File: src/process_ready_queue_macros.svh
// assertion macros for the process ready queue
// no dependencies; included by the files that assert
`ifndef PROCESS_READY_QUEUE_MACROS_SVH
`define PROCESS_READY_QUEUE_MACROS_SVH

// checked outside reset
`define PRQ_ASSERT_CLK(lbl, prop, msg) \
  lbl: assert property (@(posedge clk) disable iff (!rst_n) prop) else $error(msg);

// checked at every edge, reset included
`define PRQ_ASSERT_ALL(lbl, prop, msg) \
  lbl: assert property (@(posedge clk) prop) else $error(msg);

`endif

File: src/prq_pkg.sv
// shared types and constants of the process ready queue
// no dependencies
package prq_pkg;

  localparam int unsigned QUEUE_DEPTH_DEF = 16;
  localparam int unsigned NAME_BYTES_DEF  = 8;

  typedef enum logic [1:0] {
    OP_INSERT = 2'd0,
    OP_REMOVE = 2'd1,
    OP_FIND   = 2'd2,
    OP_NOP    = 2'd3
  } prq_op_t;

  typedef enum logic [1:0] {
    ST_OK        = 2'd0,
    ST_FULL      = 2'd1,
    ST_NOT_FOUND = 2'd2
  } prq_status_t;

  typedef struct packed {
    prq_op_t     op;
    logic [63:0] proc_name;
    logic [3:0]  prio;
    logic        is_suspended;
    logic        to_blocked;
  } prq_in_t;

  typedef struct packed {
    prq_status_t status;
    logic        found_in_blocked;
    logic [3:0]  found_prio;
    logic        found_suspended;
    logic        head_valid;
    logic [63:0] head_name;
    logic [3:0]  head_prio;
    logic [4:0]  ready_count;
    logic [4:0]  blocked_count;
  } prq_out_t;

endpackage

File: src/process_ready_queue.sv
// Process ready queue: an ordered ready queue and a FIFO blocked queue of named
// entries, each held in its own ram. Pulse start while busy is low to give an
// item; exactly one result follows, shown for one cycle with out_valid high,
// and the receiver cannot hold it off. A blocked insert, a suspended insert, an
// insert into an empty ready queue, a refused insert or a no-op needs no walk;
// an ordered ready insert moves entries towards the tail one by one; a find
// reads entries one by one (ready queue first, then blocked queue); a remove
// does the same search and then moves each entry behind the removed one up. The
// walks are set by the single read port of each ram, walked one entry a cycle.
// No clearing pass after reset.
// depends on prq_pkg, prq_ram and process_ready_queue_macros.svh
`include "process_ready_queue_macros.svh"

module process_ready_queue #(
  parameter int unsigned QUEUE_DEPTH = prq_pkg::QUEUE_DEPTH_DEF,
  parameter int unsigned NAME_BYTES  = prq_pkg::NAME_BYTES_DEF
) (
  input  logic              clk,
  input  logic              rst_n,
  input  logic              start,
  output logic              busy,
  input  prq_pkg::prq_in_t  in_item,
  output logic              out_valid,
  output prq_pkg::prq_out_t out_item
);

  localparam int unsigned AW     = $clog2(QUEUE_DEPTH);
  localparam int unsigned CNT_W  = $clog2(QUEUE_DEPTH + 1);
  localparam int unsigned NAME_W = 8 * NAME_BYTES;
  localparam int unsigned EW     = NAME_W + 5;
  localparam logic [CNT_W-1:0] FULL_CNT = CNT_W'(QUEUE_DEPTH);

  typedef enum logic [2:0] {
    S_IDLE, S_ISHIFT, S_IPUT, S_SRCH, S_CLOSE, S_HEAD, S_RESP
  } state_t;

  state_t               state_r, state_nxt;
  prq_pkg::prq_in_t     req_r, req_nxt;
  logic [CNT_W-1:0]     k_r, k_nxt;
  logic                 sel_blk_r, sel_blk_nxt;
  logic [CNT_W-1:0]     rlen_r, rlen_nxt;
  logic [CNT_W-1:0]     blen_r, blen_nxt;
  prq_pkg::prq_status_t status_r, status_nxt;
  logic                 f_blk_r, f_blk_nxt;
  logic [3:0]           f_prio_r, f_prio_nxt;
  logic                 f_susp_r, f_susp_nxt;
  logic                 out_valid_r, out_valid_nxt;
  prq_pkg::prq_out_t    out_r, out_nxt;

  logic [AW-1:0]        rd_addr, wr_addr;
  logic [EW-1:0]        wr_data;
  logic                 we_rdy, we_blk;
  logic [EW-1:0]        rdy_rdata, blk_rdata, rd_data;
  logic [NAME_W-1:0]    d_name;
  logic [3:0]           d_prio;
  logic                 d_susp;
  logic [EW-1:0]        ent_in, ent_req;
  logic [CNT_W:0]       k_p1, k_p2, len_sel;
  logic [CNT_W-1:0]     k_m1, k_m2;
  logic                 match;

  // entry storage
  prq_ram #(.WIDTH(EW), .DEPTH(QUEUE_DEPTH)) u_ready_ram (
    .clk(clk), .we(we_rdy), .waddr(wr_addr), .wdata(wr_data),
    .raddr(rd_addr), .rdata(rdy_rdata)
  );

  prq_ram #(.WIDTH(EW), .DEPTH(QUEUE_DEPTH)) u_blocked_ram (
    .clk(clk), .we(we_blk), .waddr(wr_addr), .wdata(wr_data),
    .raddr(rd_addr), .rdata(blk_rdata)
  );

  // entry packing and read data fields
  assign ent_in  = {in_item.proc_name[NAME_W-1:0], in_item.prio, in_item.is_suspended};
  assign ent_req = {req_r.proc_name[NAME_W-1:0], req_r.prio, req_r.is_suspended};
  assign rd_data = sel_blk_r ? blk_rdata : rdy_rdata;
  assign d_name  = rd_data[EW-1:5];
  assign d_prio  = rd_data[4:1];
  assign d_susp  = rd_data[0];
  assign match   = (d_name == req_r.proc_name[NAME_W-1:0]);

  // walk indices
  assign k_p1    = {1'b0, k_r} + (CNT_W+1)'(1);
  assign k_p2    = {1'b0, k_r} + (CNT_W+1)'(2);
  assign k_m1    = k_r - CNT_W'(1);
  assign k_m2    = k_r - CNT_W'(2);
  assign len_sel = {1'b0, (sel_blk_r ? blen_r : rlen_r)};

  // next state and memory control
  always_comb begin
    state_nxt     = state_r;
    req_nxt       = req_r;
    k_nxt         = k_r;
    sel_blk_nxt   = sel_blk_r;
    rlen_nxt      = rlen_r;
    blen_nxt      = blen_r;
    status_nxt    = status_r;
    f_blk_nxt     = f_blk_r;
    f_prio_nxt    = f_prio_r;
    f_susp_nxt    = f_susp_r;
    out_valid_nxt = 1'b0;
    out_nxt       = out_r;
    rd_addr       = '0;
    wr_addr       = '0;
    wr_data       = ent_req;
    we_rdy        = 1'b0;
    we_blk        = 1'b0;

    unique case (state_r)
      S_IDLE: begin
        if (start) begin
          req_nxt     = in_item;
          status_nxt  = prq_pkg::ST_OK;
          f_blk_nxt   = 1'b0;
          f_prio_nxt  = '0;
          f_susp_nxt  = 1'b0;
          sel_blk_nxt = 1'b0;
          k_nxt       = '0;
          state_nxt   = S_HEAD;
          unique case (in_item.op) inside
            prq_pkg::OP_INSERT: begin
              wr_data = ent_in;
              if (in_item.to_blocked) begin
                if (blen_r == FULL_CNT) begin
                  status_nxt = prq_pkg::ST_FULL;
                end else begin
                  we_blk   = 1'b1;
                  wr_addr  = blen_r[AW-1:0];
                  blen_nxt = blen_r + CNT_W'(1);
                end
              end else if (rlen_r == FULL_CNT) begin
                status_nxt = prq_pkg::ST_FULL;
              end else if (in_item.is_suspended || rlen_r == '0) begin
                we_rdy   = 1'b1;
                wr_addr  = rlen_r[AW-1:0];
                rlen_nxt = rlen_r + CNT_W'(1);
              end else begin
                // walk from the tail, moving larger or suspended entries back
                rd_addr   = AW'(rlen_r - CNT_W'(1));
                k_nxt     = rlen_r;
                rlen_nxt  = rlen_r + CNT_W'(1);
                state_nxt = S_ISHIFT;
              end
            end
            prq_pkg::OP_REMOVE, prq_pkg::OP_FIND: begin
              if (rlen_r != '0) begin
                state_nxt = S_SRCH;
              end else if (blen_r != '0) begin
                sel_blk_nxt = 1'b1;
                state_nxt   = S_SRCH;
              end else begin
                status_nxt = prq_pkg::ST_NOT_FOUND;
              end
            end
            default: begin
              state_nxt = S_HEAD;
            end
          endcase
        end
      end

      S_ISHIFT: begin
        if (d_susp || (req_r.prio < d_prio)) begin
          we_rdy  = 1'b1;
          wr_addr = k_r[AW-1:0];
          wr_data = rd_data;
          k_nxt   = k_m1;
          if (k_r == CNT_W'(1)) begin
            state_nxt = S_IPUT;
          end else begin
            rd_addr = k_m2[AW-1:0];
          end
        end else begin
          we_rdy    = 1'b1;
          wr_addr   = k_r[AW-1:0];
          state_nxt = S_HEAD;
        end
      end

      S_IPUT: begin
        we_rdy    = 1'b1;
        wr_addr   = '0;
        state_nxt = S_HEAD;
      end

      S_SRCH: begin
        // compare entry k, read entry k + 1 ahead
        rd_addr = k_p1[AW-1:0];
        if (match) begin
          f_blk_nxt  = sel_blk_r;
          f_prio_nxt = d_prio;
          f_susp_nxt = d_susp;
          state_nxt  = S_HEAD;
          if (req_r.op == prq_pkg::OP_REMOVE) begin
            if (k_p1 < len_sel) begin
              state_nxt = S_CLOSE;
            end else if (sel_blk_r) begin
              blen_nxt = blen_r - CNT_W'(1);
            end else begin
              rlen_nxt = rlen_r - CNT_W'(1);
            end
          end
        end else if (k_p1 < len_sel) begin
          k_nxt = k_p1[CNT_W-1:0];
        end else if (!sel_blk_r && blen_r != '0) begin
          sel_blk_nxt = 1'b1;
          k_nxt       = '0;
          rd_addr     = '0;
        end else begin
          status_nxt = prq_pkg::ST_NOT_FOUND;
          state_nxt  = S_HEAD;
        end
      end

      S_CLOSE: begin
        // move entry k + 1 up to k
        we_rdy  = !sel_blk_r;
        we_blk  = sel_blk_r;
        wr_addr = k_r[AW-1:0];
        wr_data = rd_data;
        rd_addr = k_p2[AW-1:0];
        if (k_p2 < len_sel) begin
          k_nxt = k_p1[CNT_W-1:0];
        end else begin
          if (sel_blk_r) begin
            blen_nxt = blen_r - CNT_W'(1);
          end else begin
            rlen_nxt = rlen_r - CNT_W'(1);
          end
          state_nxt = S_HEAD;
        end
      end

      S_HEAD: begin
        rd_addr   = '0;
        state_nxt = S_RESP;
      end

      S_RESP: begin
        out_valid_nxt            = 1'b1;
        out_nxt.status           = status_r;
        out_nxt.found_in_blocked = f_blk_r;
        out_nxt.found_prio       = f_prio_r;
        out_nxt.found_suspended  = f_susp_r;
        out_nxt.head_valid       = (rlen_r != '0);
        out_nxt.head_name        = (rlen_r != '0) ? 64'(rdy_rdata[EW-1:5]) : '0;
        out_nxt.head_prio        = (rlen_r != '0) ? rdy_rdata[4:1] : '0;
        out_nxt.ready_count      = 5'(rlen_r);
        out_nxt.blocked_count    = 5'(blen_r);
        state_nxt                = S_IDLE;
      end

      default: begin
        state_nxt = S_IDLE;
      end
    endcase
  end

  // state, lengths and registered outputs
  always_ff @(posedge clk) begin
    req_r      <= req_nxt;
    k_r        <= k_nxt;
    sel_blk_r  <= sel_blk_nxt;
    status_r   <= status_nxt;
    f_blk_r    <= f_blk_nxt;
    f_prio_r   <= f_prio_nxt;
    f_susp_r   <= f_susp_nxt;
    out_r      <= out_nxt;
    if (!rst_n) begin
      state_r     <= S_IDLE;
      rlen_r      <= '0;
      blen_r      <= '0;
      out_valid_r <= 1'b0;
    end else begin
      state_r     <= state_nxt;
      rlen_r      <= rlen_nxt;
      blen_r      <= blen_nxt;
      out_valid_r <= out_valid_nxt;
    end
  end

  assign busy      = (state_r != S_IDLE);
  assign out_valid = out_valid_r;
  assign out_item  = out_r;

  // checks
  `PRQ_ASSERT_CLK(a_strobe_single, out_valid_r |=> !out_valid_r, "result strobe longer than one cycle")
  `PRQ_ASSERT_CLK(a_accept_busy, (start && !busy) |=> busy, "accepted item did not make block busy")
  `PRQ_ASSERT_CLK(a_result_idle, out_valid_r |-> (state_r == S_IDLE), "result shown while not idle")
  `PRQ_ASSERT_CLK(a_len_bound, (rlen_r <= FULL_CNT) && (blen_r <= FULL_CNT), "queue length beyond depth")
  `PRQ_ASSERT_CLK(a_one_write, !(we_rdy && we_blk), "both queues written in one cycle")
  `PRQ_ASSERT_ALL(a_reset_quiet, !rst_n |=> !out_valid_r, "result strobe after reset")

endmodule

File: src/prq_ram.sv
// generic single-write, single-read ram with registered read data
// no dependencies
module prq_ram #(
  parameter int unsigned WIDTH = 8,
  parameter int unsigned DEPTH = 16
) (
  input  logic                             clk,
  input  logic                             we,
  input  logic [$clog2(DEPTH)-1:0]         waddr,
  input  logic [WIDTH-1:0]                 wdata,
  input  logic [$clog2(DEPTH)-1:0]         raddr,
  output logic [WIDTH-1:0]                 rdata
);

  logic [WIDTH-1:0] mem [DEPTH];

  // write port and registered read port
  always_ff @(posedge clk) begin
    if (we) begin
      mem[waddr] <= wdata;
    end
    rdata <= mem[raddr];
  end

endmodule

File: config.mk
export PLATFORM = sky130hd
export DESIGN_NAME = process_ready_queue
export DESIGN_NICKNAME = d
export VERILOG_FILES = /design/src/prq_pkg.sv /design/src/process_ready_queue.sv /design/src/prq_ram.sv
export VERILOG_INCLUDE_DIRS = /design/src /design/src/src
export SDC_FILE = /design/constraint.sdc
export NUM_CORES = 2
export LEC_CHECK = 0
export BUFFER_PORTS_ARGS = -buffer_cell sky130_fd_sc_hd__clkbuf_2
export CAP_MARGIN = 30
export CORE_MARGIN = 8
export CORE_UTILIZATION = 59
export CTS_BUF_LIST = sky130_fd_sc_hd__clkbuf_2 sky130_fd_sc_hd__clkbuf_4 sky130_fd_sc_hd__clkbuf_8
export CTS_CLUSTER_DIAMETER = 40
export CTS_CLUSTER_SIZE = 40
export DETAILED_ROUTE_END_ITERATION = 16
export PLACE_DENSITY = 0.78
export SLEW_MARGIN = 0
export SYNTH_ARGS = -nofsm -noshare
export SYNTH_HDL_FRONTEND = slang
export SYNTH_SLANG_ARGS = --single-unit
File: constraint.sdc
create_clock -name clk -period 6 [get_ports clk]
set_input_delay 0.3 -clock clk [delete_from_list [all_inputs] [get_ports clk]]
set_output_delay 0.3 -clock clk [all_outputs]
set_load 0.02 [all_outputs]
Yosys cells after proc, flatten, opt, wreduce, memory -nomap -nowiden
Memories as Yosys holds them, arrays and structs flattened. A register that Yosys moved wholly into a read port is not among the register bits.
Cells that the tools add are included.
{"block": "totals", "reg_bits": 186, "mem_bits_rw": 2208, "in_bits": 75, "output_inout_bits": 89, "n_memories": 2}
{"memory": "u_blocked_ram.mem", "words": 16, "word_bits": 69, "rd": 1, "rd_clocked_by_memory_dff": 1, "wr": 1, "line": "prq_ram.sv:15", "rtl": "logic [WIDTH-1:0] mem [DEPTH];"}
{"memory": "u_ready_ram.mem", "words": 16, "word_bits": 69, "rd": 1, "rd_clocked_by_memory_dff": 1, "wr": 1, "line": "prq_ram.sv:15"}
{"block": "classes", "addsub": 8, "n_lt_le_gt_ge": 3, "eq_ne": 32, "mux": 114, "n_reduce_logical": 24}
{"cell": "$mux 69", "n": 4}
{"cell": "$pmux 69 s3", "n": 1}
{"cell": "$mux 5", "n": 29}
{"cell": "$mux 4", "n": 18}
{"cell": "$eq 64x64->1", "n": 1}
{"cell": "$mux 3", "n": 12}
{"cell": "$ne 2x2->1 const B", "n": 15}
{"cell": "$pmux 5 s3", "n": 2}
{"cell": "$mux 1", "n": 28}
{"cell": "$pmux 5 s4", "n": 1}
{"cell": "$pmux 3 s6", "n": 1}
{"cell": "$reduce_and 9->1", "n": 2}
{"cell": "$pmux 4 s2", "n": 2}
{"cell": "$pmux 4 s4", "n": 1}
{"cell": "$reduce_and 5->1", "n": 3}
{"cell": "$sub 5x1->5 const B", "n": 3}
{"cell": "$mux 2", "n": 7}
{"cell": "$lt 6x5->1", "n": 2}
{"cell": "$ne 3x3->1 const B", "n": 4}
{"cell": "$add 5x1->5 const B", "n": 2}
{"cell": "$eq 5x5->1 const B", "n": 2}
{"cell": "$reduce_bool 5->1", "n": 2}
{"cell": "$eq 3x3->1 const B", "n": 3}
{"cell": "$pmux 1 s2", "n": 4}
{"cell": "25 further kinds", "n": 32}

Depth between registers and ports, before layout
{"block": "logic_depth", "ltp_word": 10, "depth_mapped": 19, "depth_no_buf": 13}

Hierarchy
From an unflattened synthesis, not the netlist that was laid out.
{"block": "hier_totals", "hier_cells": 4413, "hier_area_um2": 95575.4}
{"module": "prq_ram", "n_inst": 2, "cells_each": 1776, "area_each_um2": 42698.5, "seq_area_each_um2": 34533.1}
{"module": "process_ready_queue", "n_inst": 1, "cells_each": 861, "area_each_um2": 10178.5, "seq_area_each_um2": 5445.2}

Least setup slack after synthesis
OpenSTA, ideal clock, no wires.
{"block": "synth_timing", "kind": "register to register", "start": "register rlen_r[0]", "end": "memory u_blocked_ram.mem[7][0] (netlist name), enable pin", "setup_ps": 497, "t_arrival_ps": 5267, "required_ps": 5503, "slack_ps": 236, "stages_incl_launch_ff": 12, "path_buffers": 2, "synth_period_minus_slack_ps": 5764, "path_cell_list": "dfxtp_1 > clkbuf_1 > inv_1 > ha_1 > nand2_1 > nor2_1 > a21oi_1 > nor4_1 > a222oi_1 > or2_2 > clkbuf_1 > nor2_1"}
{"block": "synth_via", "elab_chain_cells": 8, "word_cells_on_any_way": 9}
{"item": "start, declared", "line": "process_ready_queue.sv:41", "rtl": "logic [CNT_W-1:0] rlen_r, rlen_nxt;"}
{"item": "start signal, assigned", "line": "process_ready_queue.sv:276", "rtl": "rlen_r <= rlen_nxt;"}
{"item": "$logic_not 5->1", "line": "process_ready_queue.sv:133", "rtl": "end else if (in_item.is_suspended || rlen_r == '0) begin"}
{"item": "$logic_or 1x1->1", "line": "process_ready_queue.sv:133"}
{"item": "$mux 4", "line": "process_ready_queue.sv:133"}
{"item": "$mux 4 *", "line": "process_ready_queue.sv:131", "rtl": "end else if (rlen_r == FULL_CNT) begin"}
{"item": "$mux 4 *", "line": "process_ready_queue.sv:123", "rtl": "if (in_item.to_blocked) begin"}
{"item": "$mux 4 *", "line": "process_ready_queue.sv:120", "rtl": "unique case (in_item.op) inside"}
{"item": "$mux 4 *", "line": "process_ready_queue.sv:111", "rtl": "if (start) begin"}
{"item": "$pmux 4 s2 *", "line": "process_ready_queue.sv:109", "rtl": "unique case (state_r)"}
{"item": "end, declared", "line": "prq_ram.sv:15"}
Every way passes the cells marked *; elsewhere a longest branch is shown, timed or not.

Worst setup path after layout
{"block": "layout_timing", "start": "register sel_blk_r", "end": "register u_ready_ram.rdata[44], read port of u_ready_ram.mem"}
{"block": "layout_via", "elab_chain_cells": 6, "word_cells_on_any_way": 13}
{"item": "start, declared", "line": "process_ready_queue.sv:40", "rtl": "logic sel_blk_r, sel_blk_nxt;"}
{"item": "start signal, assigned", "line": "process_ready_queue.sv:263", "rtl": "sel_blk_r <= sel_blk_nxt;"}
{"item": "branches (longest 5 deep; another with $lt 6x5->1)"}
{"item": "$pmux 4 s4 *", "line": "process_ready_queue.sv:109"}
{"item": "end, declared", "line": "prq_ram.sv:12", "rtl": "output logic [WIDTH-1:0] rdata"}
Every way passes the cells marked *.
A chain may end at the register's enable or synchronous reset.

==> impl_metrics.xml <==
<?xml version="1.0" encoding="UTF-8"?>
<metrics>
  <group name="run_status">
    <metric name="run_status" unit="">finished clean</metric>
  </group>
  <group name="critical_path">
    <metric name="critPathCaptureType" unit="">flip-flop</metric>
    <metric name="worst_ep_arrival_time" unit="ps">6380</metric>
    <metric name="critical_path.max_fanout" unit="">25</metric>
    <metric name="critical-path-top-delay-family" unit="">simple AND/OR/NAND/NOR gates</metric>
    <metric name="reg2reg_setup_slack" unit="ps">470</metric>
    <metric name="cp_cell_sequence" unit="">buf_4 &gt; mux2i_1 &gt; xnor2_1 &gt; nor4_1 &gt; buf_4 &gt; nand4_1 &gt; nor4_2 &gt; buf_4 &gt; nor3_1 &gt; o221ai_4 &gt; buf_12 &gt; buf_12 &gt; buf_12 &gt; mux2i_1 &gt; o22ai_1 &gt; or4_1</metric>
    <metric name="path_class" unit="">reg2reg</metric>
    <metric name="critPathSlowestCell" unit="">nor4_1</metric>
    <metric name="worstSetupStartpointType" unit="">flip-flop</metric>
    <metric name="crit_buf_inv" unit="">6</metric>
    <metric name="slowest_delay" unit="ps">580</metric>
    <metric name="worst-endpoint-required" unit="ps">6840</metric>
  </group>
  <group name="grt">
    <metric name="grt_max_degree" unit="">94</metric>
    <metric name="first_pass_grt_wire_length" unit="µm">366000</metric>
    <metric name="globalRouteTotalUtil" unit="">0.286</metric>
    <metric name="grt.overflow.total" unit="">0</metric>
    <metric name="grt_pass1_vias" unit="">52800</metric>
    <metric name="grt_antenna_before_repair" unit="">10</metric>
  </group>
  <group name="sta">
    <metric name="min_period" unit="ps">5530</metric>
    <metric name="report.final.setup_viol" unit="">0</metric>
    <metric name="timing.final.hold_violations" unit="">0</metric>
    <metric name="fin_skew" unit="ps">68.4</metric>
    <metric name="worst-slew-pin-transition" unit="ps">1130</metric>
    <metric name="final_min_period_over_clock_period" unit="">0.922</metric>
    <metric name="setup_tns" unit="ps">0</metric>
    <metric name="grt_setup_unrepaired" unit="">no</metric>
    <metric name="max_slew_margin" unit="">0.247</metric>
    <metric name="slew_viol_final" unit="">0</metric>
    <metric name="fmaxAchievable" unit="MHz">181</metric>
  </group>
  <group name="yosys">
    <metric name="post_synth_fa_ha_maj_area_fraction" unit="">0.00345</metric>
    <metric name="post_synth_most_frequent_cells" unit="">2380 x edfxtp_1, 1182 x mux2i_1, 554 x o22ai_1, 152 x dfxtp_1, 138 x or4_1</metric>
    <metric name="post_synth_inst_count" unit="">5317</metric>
    <metric name="synth_seq_cells" unit="">2532</metric>
    <metric name="post-synth-top-count-cell" unit="">edfxtp_1</metric>
    <metric name="number_of_enable_flip_flop_cells_after_synthesis" unit="">2380</metric>
    <metric name="seq_area_frac_synth" unit="">0.773</metric>
    <metric name="synth-simple-area-share" unit="">0.0280</metric>
    <metric name="synthTopCellsByArea" unit="">edfxtp_1 74%, mux2i_1 12%, o22ai_1 3.6%, dfxtp_1 3.2%, or4_1 1.1%</metric>
    <metric name="largest_family_of_logic_cells_by_synthesized_area" unit="">multiplexers</metric>
    <metric name="syn-cell-area" unit="mm²">0.0964</metric>
    <metric name="synthXorXnorAreaFrac" unit="">0.00772</metric>
    <metric name="synth_compound_area_frac" unit="">0.0490</metric>
    <metric name="synthArstFlopShare" unit="">0</metric>
    <metric name="synth_top_area_share" unit="">0.741</metric>
    <metric name="post_synth_mux_area_share" unit="">0.123</metric>
    <metric name="synth_flop_cell" unit="">edfxtp_1</metric>
    <metric name="ys_types" unit="">64</metric>
    <metric name="synth.avg_cell_area" unit="µm²">18.1</metric>
    <metric name="yosys_warnings" unit="">0</metric>
    <metric name="synth_top_area_cell" unit="">edfxtp_1</metric>
    <metric name="synthesized_netlist_net_count" unit="">5418</metric>
  </group>
  <group name="routing">
    <metric name="drt-total-wl" unit="µm">259000</metric>
    <metric name="routed-via-count" unit="">54000</metric>
    <metric name="met1Wirelength" unit="µm">92100</metric>
    <metric name="topRoutingLayerUsed" unit="">met5</metric>
    <metric name="vias_per_cell" unit="">6.61</metric>
    <metric name="first_drt_iteration_drcs" unit="">8370</metric>
    <metric name="met2WireLength" unit="µm">123000</metric>
    <metric name="detailedRoute.firstPassIterationCount" unit="">9</metric>
    <metric name="remaining_drc_errors" unit="">0</metric>
    <metric name="routedWlPerCell" unit="µm">31.7</metric>
    <metric name="met3_wire_length" unit="µm">29900</metric>
    <metric name="ant_nets" unit="">0</metric>
  </group>
  <group name="clock_tree">
    <metric name="htree_num_levels" unit="">4</metric>
    <metric name="worstSkewPairLatency" unit="ps">1020</metric>
    <metric name="clock_sink_count" unit="">2532</metric>
    <metric name="clock_tree_from_tritoncts" unit="">done</metric>
    <metric name="cts_inserted_buffers" unit="">231</metric>
    <metric name="cts.clk_slew.worst_paths" unit="ps">110</metric>
    <metric name="cts-root-buf" unit="">clkbuf_8</metric>
    <metric name="cts.repair.resized" unit="">0</metric>
    <metric name="cts_setup_buffers" unit="">0</metric>
    <metric name="clockBufferDepth" unit="">3</metric>
  </group>
  <group name="placement">
    <metric name="place_congestion" unit="">0.883</metric>
    <metric name="io_buffers" unit="">163</metric>
    <metric name="hpwl" unit="µm">135000</metric>
  </group>
  <group name="finish">
    <metric name="num-nets-final" unit="">5875</metric>
    <metric name="post_route_cells_drive_above_1_share" unit="">0.153</metric>
    <metric name="layout_area_growth_over_synthesis" unit="%">13.1</metric>
  </group>
  <group name="hold_path">
    <metric name="min_path_type" unit="">in2reg</metric>
  </group>
  <group name="floorplan">
    <metric name="num_io_pins" unit="">164</metric>
    <metric name="rows" unit="">148</metric>
    <metric name="fp.dieArea" unit="mm²">0.177</metric>
    <metric name="core_area" unit="mm²">0.163</metric>
    <metric name="floorplan.initialDensity" unit="">0.593</metric>
    <metric name="die_w" unit="µm">420</metric>
    <metric name="floorplan.die.height" unit="µm">420</metric>
  </group>
  <group name="power">
    <metric name="worst_ir_drop_vdd" unit="V">0.000486</metric>
    <metric name="total_power" unit="mW">63.1</metric>
    <metric name="leakage_dissipation" unit="nW">35.3</metric>
    <metric name="powerDensity" unit="mW/mm²">579</metric>
  </group>
  <group name="job">
    <metric name="maxCapViolations" unit="">0</metric>
  </group>
</metrics>
==> cell type report <==
cell class / instances / area (µm²)
Inverter: 17 / 66.3
Tap cell: 2175 / 2720
Sequential cell: 2532 / 74500
Timing Repair Buffer: 524 / 5370
Clock inverter: 186 / 2200
Clock buffer: 256 / 3420
Antenna cell: 7 / 17.5
Multi-Input combinational cell: 2468 / 20700
Fill cell: 10200 / 53600
==> final timing paths <==
| path | startpoint | end | depth (start not counted) |
|---|---|---|---|
| max reg2reg | sel_blk_r | u_ready_ram.rdata[44] | 16 |
| max | sel_blk_r | u_ready_ram.rdata[44] | 16 |
| min | in_item[64] | ent_req[63] | 2 |
| min reg2reg | f_susp_r | out_item[79] | 0 |
==> metrics by stage <==
| step | instance area, µm² | setup WS (ps) | util | std cells | hold slack (ps) |
|---|---|---|---|---|---|
| global placement | 102000 | 907 | 0.628 | 7607 | 410 |
| floorplan | 96400 | 236 | - | 5317 | 399 |
| global route | 109000 | 535 | 0.670 | 8162 | 28.6 |
| CTS | 109000 | 730 | 0.669 | 8148 | 2.36 |
| finish | 109000 | 467 | 0.670 | 8165 | 68.3 |
| detailed placement | 102000 | 775 | 0.628 | 7609 | 413 |
==> metal layers <==
layer  track usage  vias to the layer above
met5             0                        -
met4         0.138                        2
met3        0.0498                      654
met2         0.460                     3818
met1         0.381                    27100
li1              -                    22400
==> cells in the final DEF (no fill, tap or decap), types with 70 or more instances in the layout <==
cell type | netlist | routed
nor2b_1 | 75 | 75
edfxtp_1 | 2380 | 2380
buf_12 | 0 | 112
clkbuf_2 | 0 | 163
clkbuf_8 | 0 | 239
a221o_1 | 70 | 70
buf_4 | 46 | 141
dlygate4sd3_1 | 0 | 97
xnor2_1 | 81 | 81
o22ai_1 | 554 | 554
dfxtp_1 | 152 | 152
nor2_1 | 135 | 100
mux2i_1 | 1182 | 1182
or4_1 | 138 | 138
==> power breakdown <==
part / internal, mW / switching (mW)
sequential: 25.5 / 0.896
clock: 5.04 / 6.64
combinational: 9.11 / 16.0
total: 39.6 / 23.5
==> state kept, by name (all words and copies together), names as in the netlist, 4 cells and up <==
register             count
u_ready_ram.rdata       69
u_ready_ram.mem       1104
blen_r                   5
ent_req                 69
f_prio_r                 4
k_r                      5
out_item                87
u_blocked_ram.mem     1104
u_blocked_ram.rdata     69
rlen_r                   5
==> repair_timing <==
action,4_1_cts,5_1_grt
hold buffers,97,0
endpoints found under the hold margin,97,0
setup endpoints to repair,0,0
==> logic make-up (layout without fill, tap and decap cells) <==
group           count (synthesis)  count (layout)
xor+xnor                       85              85
flops                        2532            2532
compound gates                702             702
buf+inv                       317             983
simple gates                  472             472
other cells                     0               7
fa+ha+maj                      26              26
mux                          1183            1183
Note: power is estimated with default switching activity, not from simulation.
